[config.mk]
export PLATFORM = sky130hd
export DESIGN_NAME = glmrs_queue
export DESIGN_NICKNAME = d
export VERILOG_FILES = /design/src/design/glmrs_pkg.sv /design/src/design/glmrs_queue.sv
export SDC_FILE = /design/constraint.sdc
export NUM_CORES = 1
export LEC_CHECK = 0
export ABC_AREA = 1
export BUFFER_PORTS_ARGS = -buffer_cell sky130_fd_sc_hd__buf_2
export CORE_ASPECT_RATIO = 1.4
export CORE_MARGIN = 4
export CORE_UTILIZATION = 25
export CTS_CLUSTER_DIAMETER = 30
export DETAILED_ROUTE_END_ITERATION = 10
export PLACE_DENSITY_LB_ADDON = 0.15
export SLEW_MARGIN = 20
export SYNTH_ARGS = -nofsm -noshare
export SYNTH_HDL_FRONTEND = slang
export SYNTH_SLANG_ARGS = --single-unit
[constraint.sdc]
create_clock -name clk -period 3.3 [get_ports clk]
set_clock_uncertainty 0.1 [all_clocks]
set_input_delay 0.33 -clock clk [delete_from_list [all_inputs] [get_ports clk]]
set_output_delay 0.33 -clock clk [all_outputs]
set_load 0.005 [all_outputs]
[src/design/glmrs_pkg.sv]
// ----------------------------------------------------------------------------
// glmrs_pkg
// Shared constants and types for the grid local minimum risk sum block.
// ----------------------------------------------------------------------------
package glmrs_pkg;

  localparam int MAX_SIDE    = 1024;
  localparam int HEIGHT_BITS = 4;
  localparam int ADDR_W      = $clog2(MAX_SIDE);
  localparam int SIDE_W      = ADDR_W + 1;
  localparam int RISK_W      = 24;
  localparam int QUEUE_DEPTH = 4;
  localparam int QPTR_W      = $clog2(QUEUE_DEPTH);
  localparam int QCNT_W      = QPTR_W + 1;

  localparam logic [SIDE_W-1:0] SIDE_MAX   = SIDE_W'(MAX_SIDE);
  localparam logic [SIDE_W-1:0] SIDE_RESET = SIDE_W'(MAX_SIDE);
  localparam logic [RISK_W-1:0] RISK_MAX   = {RISK_W{1'b1}};

  // One request handed from the front to the back.
  typedef struct packed {
    logic [ADDR_W-1:0]      row;       // row of the cell to decide
    logic [ADDR_W-1:0]      col;
    logic [HEIGHT_BITS-1:0] h;         // incoming sample (down neighbor)
    logic                   ls;        // line buffer role select
    logic                   flush;     // flush item: no write, no down neighbor
    logic                   decide;    // produces a result
    logic                   has_up;
    logic                   has_right;
    logic                   last;
    logic                   clr;       // start of a new grid
  } cmd_t;

endpackage

[src/design/glmrs_queue.sv]
// ----------------------------------------------------------------------------
// glmrs_queue
// Short request queue between the front and the back.
// ----------------------------------------------------------------------------
module glmrs_queue (
  input  logic            clk,
  input  logic            rst,
  input  logic            push,
  input  glmrs_pkg::cmd_t push_cmd,
  output logic            full,
  input  logic            pop,
  output logic            avail,
  output glmrs_pkg::cmd_t head
);

  import glmrs_pkg::*;

  cmd_t              entries [QUEUE_DEPTH];
  logic [QPTR_W-1:0] wr_ptr;
  logic [QPTR_W-1:0] rd_ptr;
  logic [QCNT_W-1:0] count;

  assign full  = (count == QCNT_W'(QUEUE_DEPTH));
  assign avail = (count != '0);
  assign head  = entries[rd_ptr];

  always_ff @(posedge clk) begin
    if (rst) begin
      wr_ptr <= '0;
      rd_ptr <= '0;
      count  <= '0;
    end else begin
      if (push) begin
        wr_ptr <= wr_ptr + QPTR_W'(1);
      end
      if (pop) begin
        rd_ptr <= rd_ptr + QPTR_W'(1);
      end
      if (push && !pop) begin
        count <= count + QCNT_W'(1);
      end else if (pop && !push) begin
        count <= count - QCNT_W'(1);
      end
    end
  end

  always_ff @(posedge clk) begin
    if (push) begin
      entries[wr_ptr] <= push_cmd;
    end
  end

endmodule

==> flow_metrics.py <==
metrics = {
    "worst_setup_path": {
        "required_ns": 2.87,
        "arrival_ns": 2.15,
        "cp_slowest_cell": "dfxtp_2",
        "critPathTopFamily": "flip-flops",
        "crit_chain": "buf_4, o21ai_0, o22ai_1, buf_2",
        "critical_path_class": "register to primary output",
        "slowest_delay_ns": 0.76,
        "cp_max_fo": 34,
        "cp_num_buf_inv": 2,
        "endpoint_kind": "primary output",
        "r2r_cells": 4,
        "cp-start-kind": "register",
        "cp.depth": 4,
    },
    "global_route": {
        "grt_use_total_pct": 10.3,
        "grt_pass1_wl_um": 17400,
        "antenna_found_initial": 1,
        "grt-ovfl-total": 0,
        "grt_max_degree": 63,
        "first_global_vias": 3088,
    },
    "detailed_routing": {
        "wl_per_cell_um": 16.6,
        "route.detailed.drc": 0,
        "routed_wl_um": 11500,
        "ant_nets": 0,
        "dr.first_iter.drc_count": 134,
        "vias": 3009,
        "vias_per_cell": 4.35,
        "dr.pass1.iters": 4,
    },
    "worst_hold_path": {
        "hold_class": "input pin to register",
        "holdPathStages": 1,
    },
    "layout": {
        "final_area_sq_um": 6230,
        "layout_common_cells": "124 x edfxtp_1, 69 x nor2_1, 67 x buf_2, 34 x o21ai_1, 33 x o21ai_0",
        "drive_gt1_share_pct": 24.1,
        "syn2layout_area_growth_pct": 22.5,
        "nNetsFinal": 470,
        "antenna_cells": 0,
        "final_common_cell": "edfxtp_1",
    },
    "power": {
        "p_per_area_nw_per_um2": 688,
        "power_uw": 4290,
        "leakage_uw": 0.00223,
        "ir_drop_v": 0.000315,
    },
    "synthesis": {
        "avgSynthCellArea_sq_um": 14.2,
        "syn_inst": 359,
        "synth.net_count": 400,
        "ys_ff_latch": 133,
        "synth_cell_types": 20,
        "synth_area_leader_cell": "edfxtp_1",
        "yosysSeqAreaShare_pct": 76.7,
        "synth_area_sq_um": 5090,
        "yosys.area.top_type_share_pct": 73.2,
        "synth_area_leaders": "edfxtp_1 73%, nor2_1 5.1%, o22ai_1 3.8%",
        "ys_warn_count": 0,
    },
    "timing": {
        "fin_tns_setup_ns": 0,
        "setup_ws_ns": 0.723,
        "setup_viol": 0,
        "worstMarginPinSlew_ns": 0.860,
        "drv_slew": 0,
        "hold_viol_final": 0,
        "timing.fmax_ghz": 0.388,
        "slew-limit-headroom_pct": 42.6,
        "layout_min_cycle_time_ns": 2.58,
        "final.period_utilization_pct": 78.1,
        "grt_setup_unrepaired": "false",
    },
    "clocking": {
        "cts_max_level": 4,
        "cts_tree": "yes",
        "clockBufferDepth": 2,
        "root_buffer": "clkbuf_16",
        "ctsResizeCount": 0,
        "cts-buffers-inserted": 17,
        "clock_latency_ns": 0.40,
        "clkTransAtPathRegs_ns": 0.06,
        "cts_sinks": 133,
    },
    "floorplan": {
        "rows": 61,
        "dieArea_sq_um": 22700,
        "core-area_sq_um": 19900,
        "die_h_um": 177,
        "initial_core_util_pct": 25.5,
        "boundaryPins": 68,
        "die_w_um": 129,
    },
    "place": {
        "port_buffers": 67,
        "gp_congestion": 0.662,
        "place_hpwl_um": 6720,
        "dp_slack_ns": 1.07,
        "dpl_cell_area_sq_um": 5590,
    },
    "status": {
        "status": "complete, no violations",
    },
    "flow_run": {
        "drv_cap": 0,
    },
}
[report_power, final]
group	internal (uW)	switching (uW)	total, uW
logic	114	204	318
clock network	1330	685	2020
registers	1930	30.7	1960
total	3370	920	4290
[stage by stage]
| stage | utilization, % | instances | hold WS (ns) |
|---|---|---|---|
| finish | 31.3 | 692 | 0.0387 |
| global route | 31.3 | 692 | 0.0242 |
| CTS | 31.3 | 692 | 0.0220 |
| detailed placement | 28.1 | 661 | 0.339 |
| global placement | 28.1 | 661 | 0.327 |
| floorplan | - | 359 | 0.302 |
[sequential cells by signal (all words and copies together) (netlist names), named ones only]
register  count
count         3
entries     124
rd_ptr        2
wr_ptr        2
[routing by layer]
metal  up-vias  part of all wire [%]  global-route usage [%]
met5         -                  0.10                       0
met4         2                   1.8                    4.07
met3        13                   3.7                    2.72
met2        49                    53                    18.4
met1      1479                    41                    11.7
li1       1466                     -                       -
[cells in the mapped netlist]
| cell | count |
|---|---|
| a21oi_1 | 3 |
| buf_2 | 6 |
| buf_4 | 3 |
| buf_6 | 10 |
| dfxtp_1 | 9 |
| edfxtp_1 | 124 |
| fa_1 | 1 |
| ha_1 | 5 |
| inv_1 | 15 |
| inv_2 | 1 |
| inv_8 | 1 |
| nand2_1 | 10 |
| nand3_1 | 1 |
| nand4_1 | 1 |
| nor2_1 | 69 |
| nor3_1 | 1 |
| o21ai_0 | 33 |
| o21ai_1 | 34 |
| o22ai_1 | 31 |
| xor2_1 | 1 |
[cells by family (layout without fill, tap and decap cells)]
| group | after synthesis | count (layout) | synth area share, % |
|---|---|---|---|
| adders and majority gates | 6 | 6 | 1.62 |
| xor gates and xnor gates | 1 | 1 | 0.172 |
| buffers and inverters | 36 | 117 | 4.65 |
| AOI/OAI and AO/OA | 101 | 101 | 10.7 |
| and+or+nand+nor | 82 | 82 | 6.15 |
| DFF | 133 | 133 | 76.7 |
[final timing paths]
kind | end | slack, ns | start
worst max register to register | entries[1][28] | 1.53 | wr_ptr[1]
worst min register to register | rd_ptr[1] | 0.34 | rd_ptr[1]
worst max-delay path | head[26] | 0.72 | register
worst min-delay path | entries[0][12] | 0.04 | push_cmd[12]
[what timing repair did]
item                                   4_1_cts  5_1_grt
endpoints found under the hold margin        1        0
hold buffers                                 1        0
buffers inserted                             0        0
[final cells by class]
cell class	count	area, sq um
Fill cell	1977	13700
Clock buffer	17	425
Clock inverter	13	209
Timing Repair Buffer	70	360
Tap cell	252	315
Multi-Input combinational cell	190	948
Sequential cell	133	3910
Inverter	17	71.3
Note: power is estimated with default switching activity, not from simulation.
