## src/design/glmrs_pkg.sv

```systemverilog
// ----------------------------------------------------------------------------
// glmrs_pkg
// Shared constants and types for the grid local minimum risk sum block.
// ----------------------------------------------------------------------------
package glmrs_pkg;

  localparam int MAX_SIDE    = 1024;
  localparam int HEIGHT_BITS = 4;
  localparam int ADDR_W      = $clog2(MAX_SIDE);
  localparam int SIDE_W      = ADDR_W + 1;
  localparam int RISK_W      = 24;
  localparam int QUEUE_DEPTH = 4;
  localparam int QPTR_W      = $clog2(QUEUE_DEPTH);
  localparam int QCNT_W      = QPTR_W + 1;

  localparam logic [SIDE_W-1:0] SIDE_MAX   = SIDE_W'(MAX_SIDE);
  localparam logic [SIDE_W-1:0] SIDE_RESET = SIDE_W'(MAX_SIDE);
  localparam logic [RISK_W-1:0] RISK_MAX   = {RISK_W{1'b1}};

  // One request handed from the front to the back.
  typedef struct packed {
    logic [ADDR_W-1:0]      row;       // row of the cell to decide
    logic [ADDR_W-1:0]      col;
    logic [HEIGHT_BITS-1:0] h;         // incoming sample (down neighbor)
    logic                   ls;        // line buffer role select
    logic                   flush;     // flush item: no write, no down neighbor
    logic                   decide;    // produces a result
    logic                   has_up;
    logic                   has_right;
    logic                   last;
    logic                   clr;       // start of a new grid
  } cmd_t;

endpackage

```

## src/design/glmrs_front.sv

```systemverilog
// ----------------------------------------------------------------------------
// glmrs_front
// Accepts items, tracks the raster position, drops out-of-place items and
// turns the rest into requests for the back.
// ----------------------------------------------------------------------------
module glmrs_front (
  input  logic                                 clk,
  input  logic                                 rst,
  input  logic                                 sample_valid,
  output logic                                 sample_stall,
  input  logic                                 action,
  input  logic [glmrs_pkg::HEIGHT_BITS-1:0]    height,
  input  logic                                 cfg_valid,
  output logic                                 cfg_ready,
  input  logic [glmrs_pkg::SIDE_W-1:0]         grid_side,
  input  logic                                 q_full,
  output logic                                 push,
  output glmrs_pkg::cmd_t                      push_cmd
);

  import glmrs_pkg::*;

  logic [SIDE_W-1:0] side;
  logic [SIDE_W-1:0] side_cfg;
  logic [SIDE_W-1:0] side_m1;
  logic [SIDE_W-1:0] in_row;
  logic [ADDR_W-1:0] in_col;
  logic              line_select;
  logic              in_flush;
  logic              col_last;
  logic              accept;
  logic [SIDE_W-1:0] dec_row;

  assign cfg_ready    = 1'b1;
  assign sample_stall = q_full;
  assign accept       = sample_valid && !q_full;

  always_comb begin
    if (grid_side == '0) begin
      side_cfg = SIDE_W'(1);
    end else if (grid_side > SIDE_MAX) begin
      side_cfg = SIDE_MAX;
    end else begin
      side_cfg = grid_side;
    end
  end

  assign side_m1  = side - SIDE_W'(1);
  assign in_flush = (in_row == side);
  assign col_last = ({1'b0, in_col} == side_m1);
  // Drop flush items inside the grid and samples inside the flush row.
  assign push     = accept && (in_flush == action);
  assign dec_row  = in_flush ? side_m1 : in_row - SIDE_W'(1);

  always_comb begin
    push_cmd           = '0;
    push_cmd.row       = dec_row[ADDR_W-1:0];
    push_cmd.col       = in_col;
    push_cmd.h         = height;
    push_cmd.ls        = line_select;
    push_cmd.flush     = in_flush;
    push_cmd.decide    = in_flush || (in_row != '0);
    push_cmd.has_up    = in_flush ? (side != SIDE_W'(1)) : (in_row > SIDE_W'(1));
    push_cmd.has_right = !col_last;
    push_cmd.last      = in_flush && col_last;
    push_cmd.clr       = !in_flush && (in_row == '0) && (in_col == '0);
  end

  always_ff @(posedge clk) begin
    if (rst) begin
      side        <= SIDE_RESET;
      in_row      <= '0;
      in_col      <= '0;
      line_select <= 1'b0;
    end else if (cfg_valid) begin
      side        <= side_cfg;
      in_row      <= '0;
      in_col      <= '0;
      line_select <= 1'b0;
    end else if (push) begin
      if (col_last) begin
        in_col <= '0;
        if (in_flush) begin
          in_row      <= '0;
          line_select <= 1'b0;
        end else begin
          in_row      <= in_row + SIDE_W'(1);
          line_select <= ~line_select;
        end
      end else begin
        in_col <= in_col + ADDR_W'(1);
      end
    end
  end

endmodule

```

## config.mk

```make
export PLATFORM = sky130hd
export DESIGN_NAME = glmrs_front
export DESIGN_NICKNAME = d
export VERILOG_FILES = /design/src/design/glmrs_pkg.sv /design/src/design/glmrs_front.sv
export SDC_FILE = /design/constraint.sdc
export NUM_CORES = 1
export LEC_CHECK = 0
export ABC_AREA = 0
export BUFFER_PORTS_ARGS = -buffer_cell sky130_fd_sc_hd__buf_2
export CELL_PAD_IN_SITES_DETAIL_PLACEMENT = 0
export CELL_PAD_IN_SITES_GLOBAL_PLACEMENT = 1
export CORE_UTILIZATION = 42
export DETAILED_ROUTE_END_ITERATION = 7
export PLACE_DENSITY = 0.94
export RECOVER_POWER = 25
export SLEW_MARGIN = 20
export SYNTH_ARGS = -nofsm -noshare
export SYNTH_HDL_FRONTEND = slang
export SYNTH_SLANG_ARGS = --single-unit
```

## constraint.sdc

```tcl
create_clock -name clk -period 4.93 [get_ports clk]
set_input_delay 0.493 -clock clk [delete_from_list [all_inputs] [get_ports clk]]
set_output_delay 0.493 -clock clk [all_outputs]
set_load 0.02 [all_outputs]
```

==> flow_summary_export.csv <==
group,metric,value,unit
outcome,status,"finished, final reports clean",
synthesis,syn_area,2430,um^2
cells_and_area,drive_gt1_share,15.4,%
cells_and_area,fillers,557,
synthesis,syn_area_per_cell,7.70,um^2
synthesis,synth_edf_count,0,
synthesis,yosysSeqAreaShare,27.1,%
worst_setup_path,arrival,2.83,ns
floorplanning,die_h,78.1,um
worst_setup_path,r2r-end,"in_row[10]$_SDFFE_PP0P_",
sta,hold_viol_final,0,
sta,whs,0.422,ns
routing,wl_per_cell,15.2,um
routing,vias_per_cell,5.46,
cts,cts_buffer_depth,2,
sta,skew,0.00327,ns
floorplanning,initial_utilization,43.9,%
synthesis,synth_top_flop_cell,"dfxtp_1",
sta,tightest_slew,0.672,ns
global_route,track_usage,21.8,%
place,dpl.hpwl,4430,um
place,dp_slack,1.91,ns
routing,firstDrtPassIters,4,
floorplanning,die_w,78.1,um
power_and_ir_drop,p_sw_share,25.7,%
hold_path,hold_end,"side[6]$_SDFFE_PP0P_",
cts,numCtsBuffers,5,
cts,cts-htree-levels,2,
sta,fmax,301,MHz
cells_and_area,post-route-util,48.6,%
cells_and_area,layout_commonest_cell,"nor2_1",
hold_path,hold_start,"grid_side[6]",
power_and_ir_drop,pwr-share-clk,42.4,%
worst_setup_path,critPathMaxFanout,7,
global_route,grt_max_degree,25,
worst_setup_path,worstSetupEndpointType,"primary output",
cts,holdBufCountCts,0,
cells_and_area,instances_no_fill,410,
run,drv_cap,0,
cells_and_area,regArea,661,um^2
sta,maxSlewViolCount,0,
power_and_ir_drop,switchingPower,164,uW
hold_path,hold_depth,3,
synthesis,yosysWarnings,0,
place,placed_cells,402,
cts,clock-sinks,33,
floorplanning,io_pins,55,
synthesis,netlist_instances,316,
synthesis,async_flop_share,0,%
cts,cts.repair.resized,0,
global_route,grt_overflow_total,0,
sta,maxSlewHeadroom,53.9,%
routing,drt_wl_total,6230,um
global_route,antenna_found_initial,0,
cells_and_area,finalNetCount,366,
global_route,grt_first_pass_wirelength,10400,um
routing,drt-initial-drc-count,186,
worst_setup_path,critPathKind,"reg -> out",
place,io_buffers,45,
global_route,grt_pass1_vias,2060,
floorplanning,dieArea,6100,um^2
power_and_ir_drop,vdd_drop_max,0.000203,V
cts,clkLatencyLatePin,0.29,ns
cells_and_area,diodes,0,
sta,setup_viol,0,
cells_and_area,area_growth,10.7,%
power_and_ir_drop,leakage,0.000983,uW
power_and_ir_drop,p_comb_share,13.7,%
cts,cts_setup_buffers,0,
worst_setup_path,ff2ff_setup_slack,1.85,ns
sta,min_period_over_period,67.5,%
floorplanning,core_area,5540,um^2
routing,vias,2240,
sta,rsz0062_at_grt,"no",
sta,setup_tns,0,ns
floorplanning,rows,27,
power_and_ir_drop,power.share.sequential,43.8,%
cts,clkTransAtPathRegs,0.07,ns
cells_and_area,multi_input_area,1550,um^2
worst_setup_path,reg2reg_depth,9,
synthesis,yosys_register_bits,33,
sta,fin_ws,1.60,ns
cts,cts_tree,"done",
cells_and_area,layout_common_cells,"37 x nor2_1, 36 x buf_2, 33 x dfxtp_1",
place,gp_congestion,0.894,
power_and_ir_drop,power_density,236,nW/um^2
worst_setup_path,start_kind,"flop",
hold_path,hold_path_class,"in -> reg",
cts,cts-root-buf,"clkbuf_8",
synthesis,synth.net_count,345,
power_and_ir_drop,internal_power,473,uW
routing,post-route-drc-count,0,
routing,ant_nets,0,
sta,finalCriticalPeriod,3.33,ns
worst_setup_path,timing.rr.start,"side[0]$_SDFFE_PP0P_",
worst_setup_path,cp.required,4.44,ns
synthesis,synth_cell_types,43,
[critical path, cell delays in order (launching register included)]
cell,delay (ns)
dfxtp_1,0.40
inv_1,0.09
ha_1,0.21
or4b_1,0.52
or3_1,0.35
and3_1,0.17
o32ai_1,0.39
nor2_1,0.13
inv_1,0.09
nor2_1,0.04
buf_2,0.16
[stage by stage]
step           power [uW]  instance area (um^2)
2_1_floorplan         352                  2430
3_3_place_gp          371                  2590
3_5_place_dp          372                  2590
4_1_cts               638                  2710
5_1_grt               662                  2690
6_report              637                  2690
[worst max path at each step]
stage / start / cells after the start / end
4_1_cts: side[0]$_SDFFE_PP0P_ / 10 / push_cmd[1]
6_report: side[0]$_SDFFE_PP0P_ / 10 / push_cmd[1]
3_3_place_gp: side[0]$_SDFFE_PP0P_ / 9 / in_row[10]$_SDFFE_PP0P_
2_1_floorplan: side[0]$_SDFFE_PP0P_ / 10 / in_row[6]$_SDFFE_PP0P_
5_1_grt: side[0]$_SDFFE_PP0P_ / 10 / push_cmd[1]
3_5_place_dp: side[0]$_SDFFE_PP0P_ / 9 / in_col[1]$_SDFFE_PP0P_
[synthesized netlist by cell type (2+ instances only)]
library cell | number | area share, %
buf_1 | 3 | 0.46
a31oi_1 | 2 | 0.51
inv_1 | 15 | 2.3
nor3_1 | 8 | 1.6
a21oi_1 | 22 | 4.5
nor4b_1 | 2 | 0.72
dfxtp_1 | 33 | 27
nor2_1 | 37 | 5.7
nor3b_1 | 3 | 0.93
or4_1 | 7 | 2.2
or4b_1 | 3 | 1.2
o21ai_0 | 11 | 2.3
ha_1 | 8 | 4.1
or2_2 | 3 | 0.77
nor4_1 | 9 | 2.3
xnor2_1 | 29 | 10
and3_1 | 5 | 1.3
clkbuf_1 | 17 | 2.6
nand3_1 | 12 | 2.5
nand4_1 | 9 | 2.3
buf_6 | 2 | 0.93
nand2_1 | 15 | 2.3
a22o_1 | 4 | 1.4
nor2b_1 | 8 | 2.1
nand4b_1 | 3 | 1.1
mux2i_1 | 3 | 1.2
buf_2 | 2 | 0.41
o31ai_1 | 3 | 0.93
buf_4 | 8 | 2.5
xor2_1 | 11 | 4.0
or3_4 | 2 | 0.93
or3_1 | 6 | 1.5
[area by class of cell]
type                    count  share of cell area [%]
multi-input cells         236                    57.5
clock inverters             1                    1.11
well taps                  72                    3.34
flip-flops and latches     33                    24.5
inverters                  15                    2.09
repair buffers             46                    8.22
clock buffers               7                    3.20
[per-layer routing]
| layer | up-vias | wire [um] | global-route usage (%) | share of wire, % |
|---|---|---|---|---|
| li1 | 1128 | - | - | - |
| met1 | 1024 | 2940 | 29.8 | 47 |
| met2 | 78 | 2800 | 33.9 | 45 |
| met3 | 10 | 382 | 4.42 | 6.1 |
| met4 | 0 | 110 | 7.59 | 1.8 |
| met5 | - | 0 | 0 | 0 |
[flip-flops by register name, indices dropped and copies added (netlist names)]
signal / cells
in_col: 10
in_row: 11
line_select: 1
side: 11
[power by group through the flow]
stage / Clock (uW) / Sequential, uW / Combinational [uW]
after floorplan: 0 / 280 / 72.0
final: 270 / 279 / 87.5
after detailed placement: 0 / 285 / 86.7
after global placement: 0 / 285 / 85.9
after CTS: 272 / 279 / 87.5
after global routing: 286 / 280 / 96.6
[cell families after synthesis]
group | count (synthesis) | share of synthesized area, %
xor gates and xnor gates | 42 | 16.0
and+or+nand+nor | 136 | 31.0
other | 1 | 0.154
buffers and inverters | 47 | 9.20
adders and majority gates | 8 | 4.11
AOI/OAI and AO/OA | 46 | 11.2
muxes | 3 | 1.23
DFF | 33 | 27.1
(Power assumes the default switching activity.)
